--- src/rtl/cnlf_pkg.sv ---
// Shared types, constants and helper functions of the caret notation line formatter.
package cnlf_pkg;

  localparam int unsigned MAX_COLS = 160;

  localparam logic [1:0] CMD_TEXT  = 2'd0;
  localparam logic [1:0] CMD_START = 2'd1;
  localparam logic [1:0] CMD_END   = 2'd2;

  localparam logic [1:0] REG_SCREEN_COLS = 2'd0;
  localparam logic [1:0] REG_TAB_SIZE    = 2'd1;
  localparam logic [1:0] REG_LIST_MODE   = 2'd2;
  localparam logic [1:0] REG_RAW_HIGH    = 2'd3;

  localparam logic [7:0] RST_SCREEN_COLS = 8'd80;
  localparam logic [4:0] RST_TAB_SIZE    = 5'd8;

  localparam logic [7:0] CH_SPACE     = 8'h20;
  localparam logic [7:0] CH_TAB       = 8'h09;
  localparam logic [7:0] CH_DEL       = 8'h7F;
  localparam logic [7:0] CH_DOLLAR    = 8'h24;
  localparam logic [7:0] CH_CARET     = 8'h5E;
  localparam logic [7:0] CH_BACKSLASH = 8'h5C;
  localparam logic [7:0] CARET_FLIP   = 8'h40;
  localparam logic [4:0] TAB_MAX      = 5'd16;

  typedef enum logic [2:0] {
    ST_IDLE,
    ST_DECODE,
    ST_MOD,
    ST_TABN,
    ST_EMIT,
    ST_COMMIT
  } state_t;

  typedef struct packed {
    logic in_ready;
    logic load;
    logic fmt;
    logic set_cursor;
    logic mod_step;
    logic tab_n;
    logic out_valid;
    logic emit_step;
    logic commit;
  } dp_cmd_t;

  typedef struct packed {
    logic [1:0] cmd;
    logic       is_tab;
    logic       at_limit;
    logic       list_mode;
    logic       mod_last;
    logic       out_last;
  } dp_status_t;

  function automatic logic [7:0] hex_digit(input logic [3:0] v);
    logic [7:0] d;
    if (v < 4'd10) begin
      d = 8'h30 + {4'd0, v};
    end else begin
      d = 8'h37 + {4'd0, v};
    end
    return d;
  endfunction

  function automatic logic [4:0] tab_eff(input logic [4:0] ts);
    logic [4:0] r;
    if (ts == 5'd0) begin
      r = 5'd1;
    end else if (ts > TAB_MAX) begin
      r = TAB_MAX;
    end else begin
      r = ts;
    end
    return r;
  endfunction

endpackage

--- src/rtl/cnlf_if.sv ---
// Input and result channel interfaces of the caret notation line formatter.
interface cnlf_in_if;
  logic       valid;
  logic       ready;
  logic [1:0] cmd;
  logic [7:0] char_code;
  logic [7:0] start_col;

  modport source (output valid, cmd, char_code, start_col, input ready);
  modport sink (input valid, cmd, char_code, start_col, output ready);
endinterface

interface cnlf_out_if;
  logic       valid;
  logic       ready;
  logic [7:0] out_char;
  logic [7:0] out_col;
  logic       last;

  modport source (output valid, out_char, out_col, last, input ready);
  modport sink (input valid, out_char, out_col, last, output ready);
endinterface

--- src/rtl/cnlf_ctrl.sv ---
// Control state machine of the caret notation line formatter.
module cnlf_ctrl (
  input  logic                clk,
  input  logic                rst_n,
  input  logic                in_valid,
  input  logic                out_ready,
  input  cnlf_pkg::dp_status_t status,
  output cnlf_pkg::dp_cmd_t    cmd
);
  import cnlf_pkg::*;

  state_t state_r, state_nxt;

  always_ff @(posedge clk) begin
    if (!rst_n) begin
      state_r <= ST_IDLE;
    end else begin
      state_r <= state_nxt;
    end
  end

  always_comb begin
    state_nxt = state_r;
    unique case (state_r)
      ST_IDLE: begin
        if (in_valid) state_nxt = ST_DECODE;
      end
      ST_DECODE: begin
        if (status.cmd == CMD_TEXT) begin
          if (status.at_limit) begin
            state_nxt = ST_IDLE;
          end else if (status.is_tab) begin
            state_nxt = ST_MOD;
          end else begin
            state_nxt = ST_EMIT;
          end
        end else if (status.cmd == CMD_END && status.list_mode) begin
          state_nxt = status.at_limit ? ST_COMMIT : ST_EMIT;
        end else begin
          state_nxt = ST_IDLE;
        end
      end
      ST_MOD: begin
        if (status.mod_last) state_nxt = ST_TABN;
      end
      ST_TABN: begin
        state_nxt = ST_EMIT;
      end
      ST_EMIT: begin
        if (out_ready && status.out_last) state_nxt = ST_COMMIT;
      end
      ST_COMMIT: begin
        state_nxt = ST_IDLE;
      end
      default: state_nxt = ST_IDLE;
    endcase
  end

  always_comb begin
    cmd = '0;
    unique case (state_r)
      ST_IDLE: begin
        cmd.in_ready = 1'b1;
        cmd.load     = in_valid;
      end
      ST_DECODE: begin
        cmd.fmt        = 1'b1;
        cmd.set_cursor = (status.cmd == CMD_START);
      end
      ST_MOD: begin
        cmd.mod_step = 1'b1;
      end
      ST_TABN: begin
        cmd.tab_n = 1'b1;
      end
      ST_EMIT: begin
        cmd.out_valid = 1'b1;
        cmd.emit_step = out_ready;
      end
      ST_COMMIT: begin
        cmd.commit = 1'b1;
      end
      default: cmd = '0;
    endcase
  end

endmodule

--- src/rtl/cnlf_datapath.sv ---
// Datapath of the caret notation line formatter: settings, cursor, formatter and tab remainder.
module cnlf_datapath (
  input  logic                 clk,
  input  logic                 rst_n,
  input  logic                 cfg_we,
  input  logic [1:0]           cfg_index,
  input  logic [7:0]           cfg_wdata,
  input  logic [1:0]           in_cmd,
  input  logic [7:0]           in_char_code,
  input  logic [7:0]           in_start_col,
  input  cnlf_pkg::dp_cmd_t    cmd,
  output cnlf_pkg::dp_status_t status,
  output logic [7:0]           out_char,
  output logic [7:0]           out_col,
  output logic                 out_last
);
  import cnlf_pkg::*;

  logic [7:0] screen_cols_r;
  logic [4:0] tab_size_r;
  logic       list_mode_r;
  logic       raw_high_r;
  logic [7:0] cursor_r, cursor_nxt;

  logic [1:0] cmd_r;
  logic [7:0] char_r;
  logic [7:0] start_r;

  logic [7:0] c0_r, c1_r, c2_r;
  logic [7:0] c0_nxt, c1_nxt, c2_nxt;
  logic [4:0] n_r, n_nxt;
  logic [3:0] idx_r;

  logic [7:0] div_r;
  logic [4:0] rem_r, rem_nxt;
  logic [2:0] mcnt_r;
  logic [4:0] mod_t;

  logic [7:0] lim;
  logic [4:0] ts;
  logic [8:0] col9;
  logic [8:0] sum9;
  logic       is_tab;

  always_ff @(posedge clk) begin
    if (!rst_n) begin
      screen_cols_r <= RST_SCREEN_COLS;
      tab_size_r    <= RST_TAB_SIZE;
      list_mode_r   <= 1'b0;
      raw_high_r    <= 1'b0;
    end else if (cfg_we) begin
      unique case (cfg_index)
        REG_SCREEN_COLS: screen_cols_r <= cfg_wdata;
        REG_TAB_SIZE:    tab_size_r    <= cfg_wdata[4:0];
        REG_LIST_MODE:   list_mode_r   <= cfg_wdata[0];
        REG_RAW_HIGH:    raw_high_r    <= cfg_wdata[0];
        default:         screen_cols_r <= screen_cols_r;
      endcase
    end
  end

  assign lim    = (screen_cols_r > 8'(MAX_COLS)) ? 8'(MAX_COLS) : screen_cols_r;
  assign ts     = tab_eff(tab_size_r);
  assign is_tab = (cmd_r == CMD_TEXT) && (char_r == CH_TAB) && !list_mode_r;
  assign col9   = {1'b0, cursor_r} + {5'd0, idx_r};
  assign sum9   = {1'b0, cursor_r} + {4'd0, n_r};
  assign mod_t  = {rem_r[3:0], div_r[7]};

  always_comb begin
    cursor_nxt = cursor_r;
    if (cmd.set_cursor) begin
      cursor_nxt = start_r;
    end else if (cmd.commit) begin
      cursor_nxt = sum9[8] ? 8'hFF : sum9[7:0];
    end
  end

  always_ff @(posedge clk) begin
    if (!rst_n) begin
      cursor_r <= 8'd0;
    end else begin
      cursor_r <= cursor_nxt;
    end
  end

  always_ff @(posedge clk) begin
    if (cmd.load) begin
      cmd_r   <= in_cmd;
      char_r  <= in_char_code;
      start_r <= in_start_col;
    end
  end

  always_comb begin
    c0_nxt = CH_SPACE;
    c1_nxt = CH_SPACE;
    c2_nxt = CH_SPACE;
    n_nxt  = 5'd1;
    if (cmd_r == CMD_END) begin
      c0_nxt = CH_DOLLAR;
    end else if (char_r >= CH_SPACE && char_r < CH_DEL) begin
      c0_nxt = char_r;
    end else if (is_tab) begin
      n_nxt = 5'd1;
    end else if (!char_r[7]) begin
      c0_nxt = CH_CARET;
      c1_nxt = char_r ^ CARET_FLIP;
      n_nxt  = 5'd2;
    end else if (raw_high_r) begin
      c0_nxt = char_r;
    end else begin
      c0_nxt = CH_BACKSLASH;
      c1_nxt = hex_digit(char_r[7:4]);
      c2_nxt = hex_digit(char_r[3:0]);
      n_nxt  = 5'd3;
    end
  end

  always_comb begin
    rem_nxt = (mod_t >= ts) ? (mod_t - ts) : mod_t;
  end

  always_ff @(posedge clk) begin
    if (cmd.fmt) begin
      c0_r   <= c0_nxt;
      c1_r   <= c1_nxt;
      c2_r   <= c2_nxt;
      n_r    <= n_nxt;
      idx_r  <= 4'd0;
      div_r  <= cursor_r;
      rem_r  <= 5'd0;
      mcnt_r <= 3'd0;
    end else begin
      if (cmd.mod_step) begin
        rem_r  <= rem_nxt;
        div_r  <= {div_r[6:0], 1'b0};
        mcnt_r <= mcnt_r + 3'd1;
      end
      if (cmd.tab_n) begin
        n_r <= ts - rem_r;
      end
      if (cmd.emit_step) begin
        idx_r <= idx_r + 4'd1;
      end
    end
  end

  always_comb begin
    case (idx_r)
      4'd0:    out_char = c0_r;
      4'd1:    out_char = c1_r;
      4'd2:    out_char = c2_r;
      default: out_char = CH_SPACE;
    endcase
  end

  assign out_col  = col9[7:0];
  assign out_last = (({1'b0, idx_r} + 5'd1) == n_r) || ((col9 + 9'd1) >= {1'b0, lim});

  assign status.cmd       = cmd_r;
  assign status.is_tab    = is_tab;
  assign status.at_limit  = (cursor_r >= lim);
  assign status.list_mode = list_mode_r;
  assign status.mod_last  = (mcnt_r == 3'd7);
  assign status.out_last  = out_last;

endmodule

--- src/rtl/caret_notation_line_formatter.sv ---
// Top level of the caret notation line formatter: controller, datapath and checks.
// Takes one item at a time and writes one screen character per cycle while the result
// side is ready. A tab first finds its stop distance with a bit-serial remainder unit
// that handles one bit of the cursor column per cycle. Start-line, ignored and unused
// items go from decode straight back to idle; an end-of-line '$' past the column limit
// goes to commit without being emitted. Settings are written through the cfg port
// while no item is in flight; the user must keep to this, the block does not enforce it.
module caret_notation_line_formatter (
  input  logic       clk,
  input  logic       rst_n,
  input  logic       cfg_we,
  input  logic [1:0] cfg_index,
  input  logic [7:0] cfg_wdata,
  cnlf_in_if.sink    in_ch,
  cnlf_out_if.source out_ch
);
  import cnlf_pkg::*;

  dp_cmd_t    dp_cmd;
  dp_status_t dp_status;

  cnlf_ctrl u_ctrl (
    .clk       (clk),
    .rst_n     (rst_n),
    .in_valid  (in_ch.valid),
    .out_ready (out_ch.ready),
    .status    (dp_status),
    .cmd       (dp_cmd)
  );

  cnlf_datapath u_datapath (
    .clk          (clk),
    .rst_n        (rst_n),
    .cfg_we       (cfg_we),
    .cfg_index    (cfg_index),
    .cfg_wdata    (cfg_wdata),
    .in_cmd       (in_ch.cmd),
    .in_char_code (in_ch.char_code),
    .in_start_col (in_ch.start_col),
    .cmd          (dp_cmd),
    .status       (dp_status),
    .out_char     (out_ch.out_char),
    .out_col      (out_ch.out_col),
    .out_last     (out_ch.last)
  );

  assign in_ch.ready  = dp_cmd.in_ready;
  assign out_ch.valid = dp_cmd.out_valid;

`ifndef NO_ASSERTIONS
  a_no_accept_while_emitting: assert property (@(posedge clk) disable iff (!rst_n)
    out_ch.valid |-> !in_ch.ready)
    else $error("input ready while a result is pending");

  a_one_item_in_flight: assert property (@(posedge clk) disable iff (!rst_n)
    (in_ch.valid && in_ch.ready) |=> !in_ch.ready && !out_ch.valid)
    else $error("item accepted without decode cycle");

  a_columns_advance: assert property (@(posedge clk) disable iff (!rst_n)
    (out_ch.valid && out_ch.ready && !out_ch.last) |=>
      (out_ch.valid && (out_ch.out_col == $past(out_ch.out_col) + 8'd1)))
    else $error("result columns not consecutive within an item");
`endif

endmodule
--- src/flat_wrapper.sv ---
// flat-port wrapper written by rule: the top's interface ports become plain ports
module caret_notation_line_formatter_flat import cnlf_pkg::*;
  (clk, rst_n, cfg_we, cfg_index, cfg_wdata, in_ch_valid, in_ch_cmd, in_ch_char_code, in_ch_start_col, in_ch_ready, out_ch_valid, out_ch_out_char, out_ch_out_col, out_ch_last, out_ch_ready);
  cnlf_in_if in_ch_i ();
  cnlf_out_if out_ch_i ();
  input  logic clk;
  input  logic rst_n;
  input  logic cfg_we;
  input  logic [1:0] cfg_index;
  input  logic [7:0] cfg_wdata;
  input wire logic [$bits(in_ch_i.valid)-1:0] in_ch_valid;
  input wire logic [$bits(in_ch_i.cmd)-1:0] in_ch_cmd;
  input wire logic [$bits(in_ch_i.char_code)-1:0] in_ch_char_code;
  input wire logic [$bits(in_ch_i.start_col)-1:0] in_ch_start_col;
  output wire logic [$bits(in_ch_i.ready)-1:0] in_ch_ready;
  output wire logic [$bits(out_ch_i.valid)-1:0] out_ch_valid;
  output wire logic [$bits(out_ch_i.out_char)-1:0] out_ch_out_char;
  output wire logic [$bits(out_ch_i.out_col)-1:0] out_ch_out_col;
  output wire logic [$bits(out_ch_i.last)-1:0] out_ch_last;
  input wire logic [$bits(out_ch_i.ready)-1:0] out_ch_ready;
  assign in_ch_i.valid = in_ch_valid;
  assign in_ch_i.cmd = in_ch_cmd;
  assign in_ch_i.char_code = in_ch_char_code;
  assign in_ch_i.start_col = in_ch_start_col;
  assign in_ch_ready = in_ch_i.ready;
  assign out_ch_valid = out_ch_i.valid;
  assign out_ch_out_char = out_ch_i.out_char;
  assign out_ch_out_col = out_ch_i.out_col;
  assign out_ch_last = out_ch_i.last;
  assign out_ch_i.ready = out_ch_ready;
  caret_notation_line_formatter u_core (.clk(clk), .rst_n(rst_n), .cfg_we(cfg_we), .cfg_index(cfg_index), .cfg_wdata(cfg_wdata), .in_ch(in_ch_i), .out_ch(out_ch_i));
endmodule
--- config.mk ---
export PLATFORM = sky130hd
export DESIGN_NAME = caret_notation_line_formatter_flat
export DESIGN_NICKNAME = d
export VERILOG_FILES = /design/src/rtl/cnlf_pkg.sv /design/src/rtl/cnlf_if.sv /design/src/rtl/cnlf_ctrl.sv /design/src/rtl/cnlf_datapath.sv /design/src/rtl/caret_notation_line_formatter.sv /design/src/flat_wrapper.sv
export SDC_FILE = /design/constraint.sdc
export NUM_CORES = 1
export LEC_CHECK = 0
export BUFFER_PORTS_ARGS = -buffer_cell sky130_fd_sc_hd__buf_2
export CORE_MARGIN = 8
export CORE_UTILIZATION = 60
export CTS_CLUSTER_SIZE = 10
export DETAILED_ROUTE_END_ITERATION = 16
export PLACE_DENSITY = 0.92
export REMOVE_ABC_BUFFERS = 1
export SLEW_MARGIN = 20
export SYNTH_ARGS = -nofsm -noshare
export SYNTH_HDL_FRONTEND = slang
export SYNTH_SLANG_ARGS = --single-unit
--- constraint.sdc ---
create_clock -name clk -period 5.6 [get_ports clk]
set_clock_uncertainty 0.1 [all_clocks]
set_input_delay 1.4 -clock clk [delete_from_list [all_inputs] [get_ports clk]]
set_output_delay 1.4 -clock clk [all_outputs]
set_load 0.02 [all_outputs]
==> results of run 1 <==
-- stage by stage --
step	hold slack [ps]	std cells	setup slack (ps)	area (sq um)
2_1_floorplan	340	541	892	5500
3_3_place_gp	346	704	800	5900
3_5_place_dp	358	704	626	5900
4_1_cts	371	720	216	6130
5_1_grt	398	720	26.4	6140
6_report	365	720	216	6140
-- worst min-delay path, stage by stage (launching register included) --
cell and delay [ps]:
dfxtp_1 320, nand2_1 50, a21oi_1 50
-- layout make-up --
cell class                      instances  area share (%)
Tap cell                              111            2.26
Timing Repair Buffer                   52            4.28
Sequential cell                        91            38.3
Clock buffer                            9            2.02
Clock inverter                          7            1.73
Multi-Input combinational cell        402            48.5
Inverter                               48            2.93
-- worst paths after layout --
kind                                     from  slack (ps)                          end  cells past startpoint
hold / removal    u_core.u_datapath.mcnt_r[2]         370  u_core.u_datapath.mcnt_r[2]                      2
setup reg to reg   u_core.u_datapath.idx_r[0]        1690     u_core.u_ctrl.state_r[1]                     15
setup / recovery   u_core.u_datapath.idx_r[0]         220                  out_ch_last                     15
hold reg to reg   u_core.u_datapath.mcnt_r[2]         370  u_core.u_datapath.mcnt_r[2]                      2
-- flip-flops by register name (all words and copies together), names as in the netlist, 4 cells and up --
register	flops
u_core.u_datapath.c1_r	7
u_core.u_datapath.div_r	8
u_core.u_datapath.rem_r	5
u_core.u_datapath.n_r	5
u_core.u_datapath.tab_size_r	5
u_core.u_datapath.screen_cols_r	8
u_core.u_datapath.c0_r	8
u_core.u_datapath.idx_r	4
u_core.u_datapath.char_r	8
u_core.u_datapath.c2_r	7
u_core.u_datapath.start_r	8
u_core.u_datapath.cursor_r	8
-- cells by family after synthesis --
family	share of synthesized area, %
flip-flops	41.8
adder cells (fa/ha/maj)	12.1
buffers and inverters	5.56
multiplexers	4.09
AO/OA/AOI/OAI	15.8
AND/OR/NAND/NOR	16.0
XOR/XNOR	4.65
-- metal layers --
metal	up-vias	GRT usage, %
li1	2093	-
met1	2137	24.3
met2	245	36.4
met3	77	5.01
met4	0	11.3
met5	-	0
-- cells in the mapped netlist, types with 4 or more instances --
cell,number
nor3_1,7
nand3_1,5
nand2b_1,12
nor2b_1,16
o22ai_1,4
mux2i_1,23
xor2_1,12
nand2_1,52
a21oi_1,31
o221ai_1,5
and2_1,6
ha_1,48
xnor2_1,16
o21ai_0,17
and3_1,5
fa_1,4
o31ai_1,5
nor2_1,40
a222oi_1,7
dfxtp_1,38
a21o_1,10
edfxtp_1,53
o21a_1,6
clkbuf_1,10
a22oi_1,5
inv_1,46
-- power by group --
part	switching (uW)	internal, uW
Combinational	541	363
Sequential	116	883
Clock	260	259
Total	917	1510
==> summary.md, run 1 <==
| Metric | Value |
|---|---|
| Top Metal Used | met4 |
| Worst path slowest cell | fa_1 |
| Yosys warns | 0 |
| Clk Latency, worst-skew pair | 370 ps |
| Die area | 0.0127 sq mm |
| Post-synthesis sequential area ratio | 41.8% |
| GRT overflow | 0 |
| Utilization after layout | 67.1% |
| Reg area | 0.00235 sq mm |
| Gpl congestion | 0.954 |
| RSZ-0062 raised after global routing | no |
| Global-route wire length before repair | 21.7 mm |
| Fin nets | 689 |
| Critical Path Max Stage Delay | 430 ps |
| Cell taking the most area after synthesis | edfxtp_1 |
| Critical Path Fanout Max | 7 |
| Post-route ant nets | 0 |
| Setup violators final | 0 |
| Synth area leaders | edfxtp_1, dfxtp_1, ha_1 |
| Ys flop type | edfxtp_1 |
| Crit share post-route | 96.1% |
| Core area | 0.00915 sq mm |
| VDD IR max | 0.333 mV |
| Fill cell count | 628 |
| CP Launch Type | flip-flop |
| HPWL after DPL | 10.0 mm |
| CTS tree | yes |
| CP Class | reg2out |
| Worst-path cell chain | ha_1 > fa_1 > a211oi_2 > nor3_1 > and2b_2 > and3_2 > nand3_1 > xnor2_1 > ha_1 > nand4_1 > nor2_1 > a211o_2 > a211oi_2 > o31ai_1 > buf_2 |
| Clock transition at the registers of the reported paths | 90 ps |
| Crit path time final | 5380 ps |
| Root buf cell | clkbuf_8 |
| Wire per inst | 18.9 um |
| Starting density of the core | 61.5% |
| Die X | 113 um |
| Metal2 WL | 6.71 mm |
| M1 WL | 5.30 mm |
| # IOs | 52 |
| Largest net degree at the start of global routing | 44 |
| Ratio of cells with drive above 1 in the final layout | 15.4% |
| Overall power | 2420 uW |
| ANT cells | 0 |
| Clock sink count | 91 |
| Met3 wire length | 928 um |
| Flops & latches, synth | 91 |
| CTS max path bufs | 2 |
| Slew HR | 42.9% |
| Vias | 4552 |
| # resized after CTS | 0 |
| Initial antenna violation count | 0 |
| Worst Max-Slew Pin Slew | 856 ps |
| Final TNS setup | 0 ps |
| CTS H-tree depth | 3 |
| Leak | 0.00267 uW |
| Vias in the first global route | 4550 |
| Cell area power density | 394 mW/mm^2 |
| Max cap viols | 0 |
| Number of synthesized flops with an enable pin | 53 |
| Drt drc | 0 |
| Final hold violations | 0 |
| Syn Area/Cell | 10.0 sq um |
| Worst setup EP type | output port |
| Req. time, crit path | 4100 ps |
| Port bufs | 51 |
| Total wire length | 13.6 mm |
| Commonest cells after routing, fill and taps aside | edfxtp_1, nand2_1, buf_2, ha_1, inv_1 |
| Asr flop ratio synth | 0% |
| Row Count | 35 |
| Inserted Clock Buffers | 9 |
| Status | finished, final reports clean |
| Hold-fix buffers, CTS | 0 |
| CP Buf/Inv Count | 1 |
| Mapped cell area | 0.00563 sq mm |
| Crit path max-delay family | adder cells |
| Synthesis-to-layout area growth | 9.09% |
| Post-synth cell types | 78 |
| DRT iter0 DRCs | 447 |
| Total GRT Usage | 21.3% |
| Post-synth top area share | 28.3% |
| Vias/cell | 6.32 |
| Post-CTS setup buffer count | 0 |
| 1st-pass router iterations | 8 |
| Mapped Cells | 563 |
| Commonest non-fill, non-tap cell in the layout | edfxtp_1 |
| Fmax | 186 MHz |
| Area of the multi-input gates | 0.00298 sq mm |
| Pins Over Slew Limit | 0 |
| Die Y | 113 um |
| WP data arrival | 3880 ps |
| HP Class | reg2reg |
Note: power is estimated with default switching activity, not from simulation.
==> run 2, diff against run 1 <==
clock period = 6.1 ns   (was 5.6 ns; I/O delays follow)
==> summary.md, run 2 (synthesis gave the netlist of run 1 again) <==
| Metric | Value |
|---|---|
| Status | finished, final reports clean (unchanged) |
| CTS tree | yes (unchanged) |
| CP Launch Type | flip-flop (unchanged) |
| Vias/cell | 6.18 (was 6.32) |
| Clock sink count | 91 (unchanged) |
| R2R Path Start | u_core.u_datapath.idx_r[0] (unchanged) |
| Vias in the first global route | 4459 (was 4550) |
| Inserted Clock Buffers | 9 (unchanged) |
| # resized after CTS | 0 (unchanged) |
| Slew HR | 41.7% (was 42.9%) |
| VDD IR max | 0.279 mV (was 0.333 mV) |
| HP Class | reg2reg (unchanged) |
| Die X | 113 um (unchanged) |
| ANT cells | 0 (unchanged) |
| DRT iter0 DRCs | 344 (was 447) |
| RSZ-0062 raised after global routing | no (unchanged) |
| R2R depth | 16 (was 15) |
| Critical Path Fanout Max | 7 (unchanged) |
| Die area | 0.0127 sq mm (unchanged) |
| Commonest cells after routing, fill and taps aside | edfxtp_1, nand2_1, buf_2, ha_1, inv_1 (unchanged) |
| WP data arrival | 3940 ps (was 3880 ps) |
| Crit path time final | 5560 ps |
| Wire per inst | 18.3 um (was 18.9 um) |
| Placed Cells | 704 (unchanged) |
| Worst Min Path Start | u_core.u_datapath.mcnt_r[1] (was u_core.u_datapath.mcnt_r[2]) |
| Core area | 0.00915 sq mm (unchanged) |
| Gpl congestion | 0.954 (about the same) |
| GRT overflow | 0 (unchanged) |
| Die Y | 113 um (unchanged) |
| Critical Path Max Stage Delay | 410 ps (was 430 ps) |
| Post-CTS setup buffer count | 0 (unchanged) |
| Cell area power density | 354 mW/mm^2 (was 394 mW/mm^2) |
| Commonest non-fill, non-tap cell in the layout | edfxtp_1 (unchanged) |
| Vias | 4453 (was 4552) |
| HPWL after DPL | 9.99 mm (was 10.0 mm) |
| Drt drc | 0 (unchanged) |
| Worst-path cell chain | ha_1 > fa_1 > a211oi_1 > nor3_1 > nand2_1 > xor2_1 > inv_1 > nand3_1 > xnor2_1 > ha_1 > nand4_1 > nor2_1 > a211o_2 > a211oi_2 > o31ai_1 > buf_2 (was ha_1 > fa_1 > a211oi_2 > nor3_1 > and2b_2 > and3_2 > nand3_1 > xnor2_1 > ha_1 > nand4_1 > nor2_1 > a211o_2 > a211oi_2 > o31ai_1 > buf_2) |
| Fin nets | 689 (unchanged) |
| Final hold violations | 0 (unchanged) |
| Ratio of cells with drive above 1 in the final layout | 15.1% (was 15.4%) |
| Final TNS setup | 0 ps (unchanged) |
| Max cap viols | 0 (unchanged) |
| Req. time, crit path | 4470 ps (was 4100 ps) |
| Crit path from | u_core.u_datapath.idx_r[0] (unchanged) |
| CTS H-tree depth | 3 (unchanged) |
| Hold Slack | 374 ps (was 365 ps) |
| Clk Latency, worst-skew pair | 360 ps (was 370 ps) |
| Finished Layout Cells | 720 (unchanged) |
| Worst setup EP type | output port (unchanged) |
| Post-route ant nets | 0 (unchanged) |
| Worst path slowest cell | fa_1 (unchanged) |
| Clock transition at the registers of the reported paths | 90 ps (about the same) |
| Initial antenna violation count | 0 (unchanged) |
| Setup violators final | 0 (unchanged) |
| Worst Max-Slew Pin Slew | 875 ps (was 856 ps) |
| Leak | 0.00266 uW (was 0.00267 uW) |
| Pins Over Slew Limit | 0 (unchanged) |
| 1st-pass router iterations | 6 (was 8) |
| Global-route wire length before repair | 21.4 mm (was 21.7 mm) |
| # IOs | 52 (unchanged) |
| CTS max path bufs | 2 (unchanged) |
| Starting density of the core | 61.5% (unchanged) |
| Hold-critical path depth | 2 (unchanged) |
| Crit share post-route | 91.2% |
| Hold-fix buffers, CTS | 0 (unchanged) |
| Largest net degree at the start of global routing | 44 (unchanged) |
| Total GRT Usage | 20.7% (was 21.3%) |
| Root buf cell | clkbuf_8 (unchanged) |
| Fmax | 180 MHz |
| Reg2Reg Setup Slack | 2150 ps (was 1690 ps) |
| Total wire length | 13.2 mm (was 13.6 mm) |
| CP Class | reg2out (unchanged) |
| Cell mode on critical path | ha_1 |
| Synthesis-to-layout area growth | 8.34% (was 9.09%) |
| Port bufs | 51 (unchanged) |
| Row Count | 35 (unchanged) |
-- run 2: changes by cell type in the layout (fill, tap and decap cells not counted), sizes merged --
cell	delta
clkinv	+3
bufinv	-1
clkinvlp	-1
inv	-1
-- run 2: through the flow --
step	cell area [sq um]	setup WS, ps	power (uW)	util, %
after global placement	5900	1180	1680	64.4
after CTS	6100	589	2160	66.6
after floorplan	5500	1270	1500	-
after detailed placement	5900	1010	1740	64.4
after global routing	6100	181	2280	66.6
final	6100	538	2160	66.6
-- run 2: metal layers --
layer / global-route usage [%] / up-vias / part of all wire (%)
met3: 4.05 / 47 / 6.5
met4: 9.77 / 0 / 3.1
met2: 36.4 / 192 / 51
met1: 23.7 / 2119 / 40
li1: - / 2095 / -
met5: 0 / - / 0
-- run 2: worst paths after layout --
path / endpoint
worst max-delay path: out_ch_last
worst min-delay path: u_core.u_datapath.mcnt_r[1]
worst max register to register: u_core.u_ctrl.state_r[1]
worst min register to register: u_core.u_datapath.mcnt_r[1]
-- run 2: worst max-delay path, delay by kind of cell, from the launching register on --
kind / cells / cell delay, ps
fa+ha+maj: 3 / 940
xor+xnor: 2 / 440
compound gates: 4 / 990
buf+inv: 2 / 320
flops: 1 / 400
simple gates: 5 / 480
-- run 2: cell type report --
class,instances,area (sq um)
clock buffer,9,124
clock inverter,7,76.3
fill,648,3050
inverter,48,180
multi-input combinational,402,2960
sequential,91,2350
tap,111,139
timing repair buffer,52,263
-- run 2: report_power, final --
group / leakage (uW) / switching (uW) / internal [uW]
Sequential: 0.000808 / 105 / 810
Combinational: 0.00175 / 489 / 333
Clock: 0.000102 / 229 / 193
==> run 3, diff against run 2 <==
CORE_UTILIZATION = 25   (was 60)
PLACE_DENSITY = 0.44   (was 0.92)
==> summary.md, run 3 (synthesis gave the netlist of run 1 again) <==
| Metric | Value |
|---|---|
| # resized after CTS | 0 (unchanged) |
| VDD IR max | 0.112 mV (was 0.279 mV) |
| FF-to-FF End | u_core.u_ctrl.state_r[1] (unchanged) |
| Setup violators final | 0 (unchanged) |
| RSZ-0062 raised after global routing | no (unchanged) |
| Die Y | 166 um (was 113 um) |
| Post-CTS setup buffer count | 0 (unchanged) |
| Inserted Clock Buffers | 9 (unchanged) |
| GRT overflow | 0 (unchanged) |
| CTS H-tree depth | 3 (unchanged) |
| Initial antenna violation count | 0 (unchanged) |
| Core area | 0.0224 sq mm (was 0.00915 sq mm) |
| Commonest non-fill, non-tap cell in the layout | edfxtp_1 (unchanged) |
| Row Count | 55 (was 35) |
| Wire per inst | 15.6 um (was 18.3 um) |
| Critical Path Fanout Max | 7 (unchanged) |
| Starting density of the core | 25.2% (was 61.5%) |
| Commonest cells after routing, fill and taps aside | edfxtp_1, nand2_1, buf_2, ha_1, inv_1 (unchanged) |
| CP Class | reg2out (unchanged) |
| Ratio of cells with drive above 1 in the final layout | 15.2% (was 15.1%) |
| Fin nets | 690 (was 689) |
| Clock transition at the registers of the reported paths | 60 ps (was 90 ps) |
| CTS max path bufs | 2 (unchanged) |
| Final hold violations | 0 (unchanged) |
| R2R Path Start | u_core.u_datapath.idx_r[0] (unchanged) |
| Hold-fix buffers, CTS | 0 (unchanged) |
| Pins Over Slew Limit | 0 (unchanged) |
| # IOs | 52 (unchanged) |
| Crit share post-route | 89.2% (was 91.2%) |
| Finished Layout Cells | 895 (was 720) |
| HP Class | reg2reg (unchanged) |
| Largest net degree at the start of global routing | 43 (was 44) |
| 1st-pass router iterations | 5 (was 6) |
| Slew HR | 35.7% (was 41.7%) |
| Vias | 4151 (was 4453) |
| Root buf cell | clkbuf_16 (was clkbuf_8) |
| R2R depth | 15 (was 16) |
| Post-route ant nets | 0 (unchanged) |
| Worst setup EP type | output port (unchanged) |
| Vias/cell | 4.64 (was 6.18) |
| Req. time, crit path | 4470 ps (about the same) |
| Leak | 0.00272 uW (was 0.00266 uW) |
| Critical Path Max Stage Delay | 410 ps (about the same) |
| Status | finished, final reports clean (unchanged) |
| Global-route wire length before repair | 22.3 mm (was 21.4 mm) |
| Final TNS setup | 0 ps (unchanged) |
| Placed Cells | 879 (was 704) |
| Die area | 0.0276 sq mm (was 0.0127 sq mm) |
| Fill cell count | 2309 (was 648) |
| Cell area power density | 358 mW/mm^2 (was 354 mW/mm^2) |
| Worst-path cell chain | ha_1 > fa_1 > a211oi_1 > nor3_1 > and2b_2 > and3_2 > nand3_1 > xnor2_1 > ha_1 > nand4_1 > nor2_1 > a211o_2 > a211oi_2 > o31ai_1 > buf_2 (was ha_1 > fa_1 > a211oi_1 > nor3_1 > nand2_1 > xor2_1 > inv_1 > nand3_1 > xnor2_1 > ha_1 > nand4_1 > nor2_1 > a211o_2 > a211oi_2 > o31ai_1 > buf_2) |
| Fmax | 184 MHz (was 180 MHz) |
| Port bufs | 51 (unchanged) |
| DRT iter0 DRCs | 233 (was 344) |
| CP Launch Type | flip-flop (unchanged) |
| ANT cells | 0 (unchanged) |
| Drt drc | 0 (unchanged) |
| Utilization after layout | 28.7% (was 66.6%) |
| WP data arrival | 3820 ps (was 3940 ps) |
| Vias in the first global route | 4201 (was 4459) |
| Die X | 166 um (was 113 um) |
| Gpl congestion | 0.858 (was 0.954) |
| Clock sink count | 91 (unchanged) |
| Cell mode on critical path | ha_1 (unchanged) |
| Clk Latency, worst-skew pair | 350 ps (was 360 ps) |
| Worst path slowest cell | fa_1 (unchanged) |
| Total GRT Usage | 10.1% (was 20.7%) |
| Total wire length | 14.0 mm (was 13.2 mm) |
| Max cap viols | 0 (unchanged) |
| Crit path from | u_core.u_datapath.idx_r[0] (unchanged) |
| CTS tree | yes (unchanged) |
| HPWL after DPL | 10.9 mm (was 9.99 mm) |
| Crit path time final | 5440 ps (was 5560 ps) |
| Worst Max-Slew Pin Slew | 964 ps (was 875 ps) |
| Reg2Reg Setup Slack | 2250 ps (was 2150 ps) |
| Synthesis-to-layout area growth | 14.2% (was 8.34%) |
| Worst setup path endpoint | out_ch_last (unchanged) |
## run 3: cell types whose count changed in the layout (fill, tap and decap cells not counted), sizes merged
cell and delta:
clkbuf +2, buf +1, bufinv -1, clkinv -1, clkinvlp -1, inv +1
## run 3: cell type report
cell class                 count  area, sq um  share of cell area [%]
inverter                      48          180                    2.80
multi-input combinational    402         2960                    46.1
tap                          285          357                    5.55
timing repair buffer          53          270                    4.20
sequential                    91         2350                    36.6
clock inverter                 5         40.0                   0.623
clock buffer                  11          264                    4.11
## run 3: how the worst min path moves through the flow
| stage | startpoint | to | slack (ps) | cells past startpoint |
|---|---|---|---|---|
| finish | u_core.u_datapath.mcnt_r[2] | u_core.u_datapath.mcnt_r[2] | 360 | 2 |
| floorplan | u_core.u_datapath.mcnt_r[1] | u_core.u_datapath.mcnt_r[1] | 340 | 2 |
| global route | u_core.u_datapath.mcnt_r[1] | u_core.u_datapath.mcnt_r[1] | 390 | 2 |
| detailed placement | u_core.u_datapath.mcnt_r[2] | u_core.u_datapath.mcnt_r[2] | 360 | 2 |
| global placement | u_core.u_datapath.mcnt_r[1] | u_core.u_datapath.mcnt_r[1] | 350 | 2 |
| CTS | u_core.u_datapath.mcnt_r[2] | u_core.u_datapath.mcnt_r[2] | 370 | 2 |
## run 3: per-stage QoR
stage	instance area [sq um]	worst slack (ps)	hold WS, ps	power [uW]
after floorplan	5500	1270	340	1500
after global placement	6120	1100	349	1740
after detailed placement	6120	1010	361	1760
final	6430	658	364	2300
after CTS	6430	612	370	2330
after global routing	6430	428	395	2460
## run 3: routing by layer
metal | GRT usage, % | wire, um | up-vias | part of all wire [%]
met1 | 12.2 | 6360 | 1987 | 45
met3 | 1.31 | 300 | 17 | 2.1
met5 | 0 | 0 | - | 0
li1 | - | - | 2094 | -
met4 | 4.98 | 256 | 0 | 1.8
met2 | 17.6 | 7080 | 53 | 51
## run 3: power by group
part           internal, uW  leakage [uW]  switching, uW  total, uW
sequential              810      0.000808            101        911
combinational           333       0.00176            487        820
clock                   317      0.000152            251        568
## run 3: critical path, delay by kind of cell (launching register included)
family	cells	cell delay (ps)
AO/OA/AOI/OAI	4	960
XOR/XNOR	1	150
adder cells (fa/ha/maj)	3	950
buffers and inverters	1	170
flip-flops	1	390
AND/OR/NAND/NOR	6	870
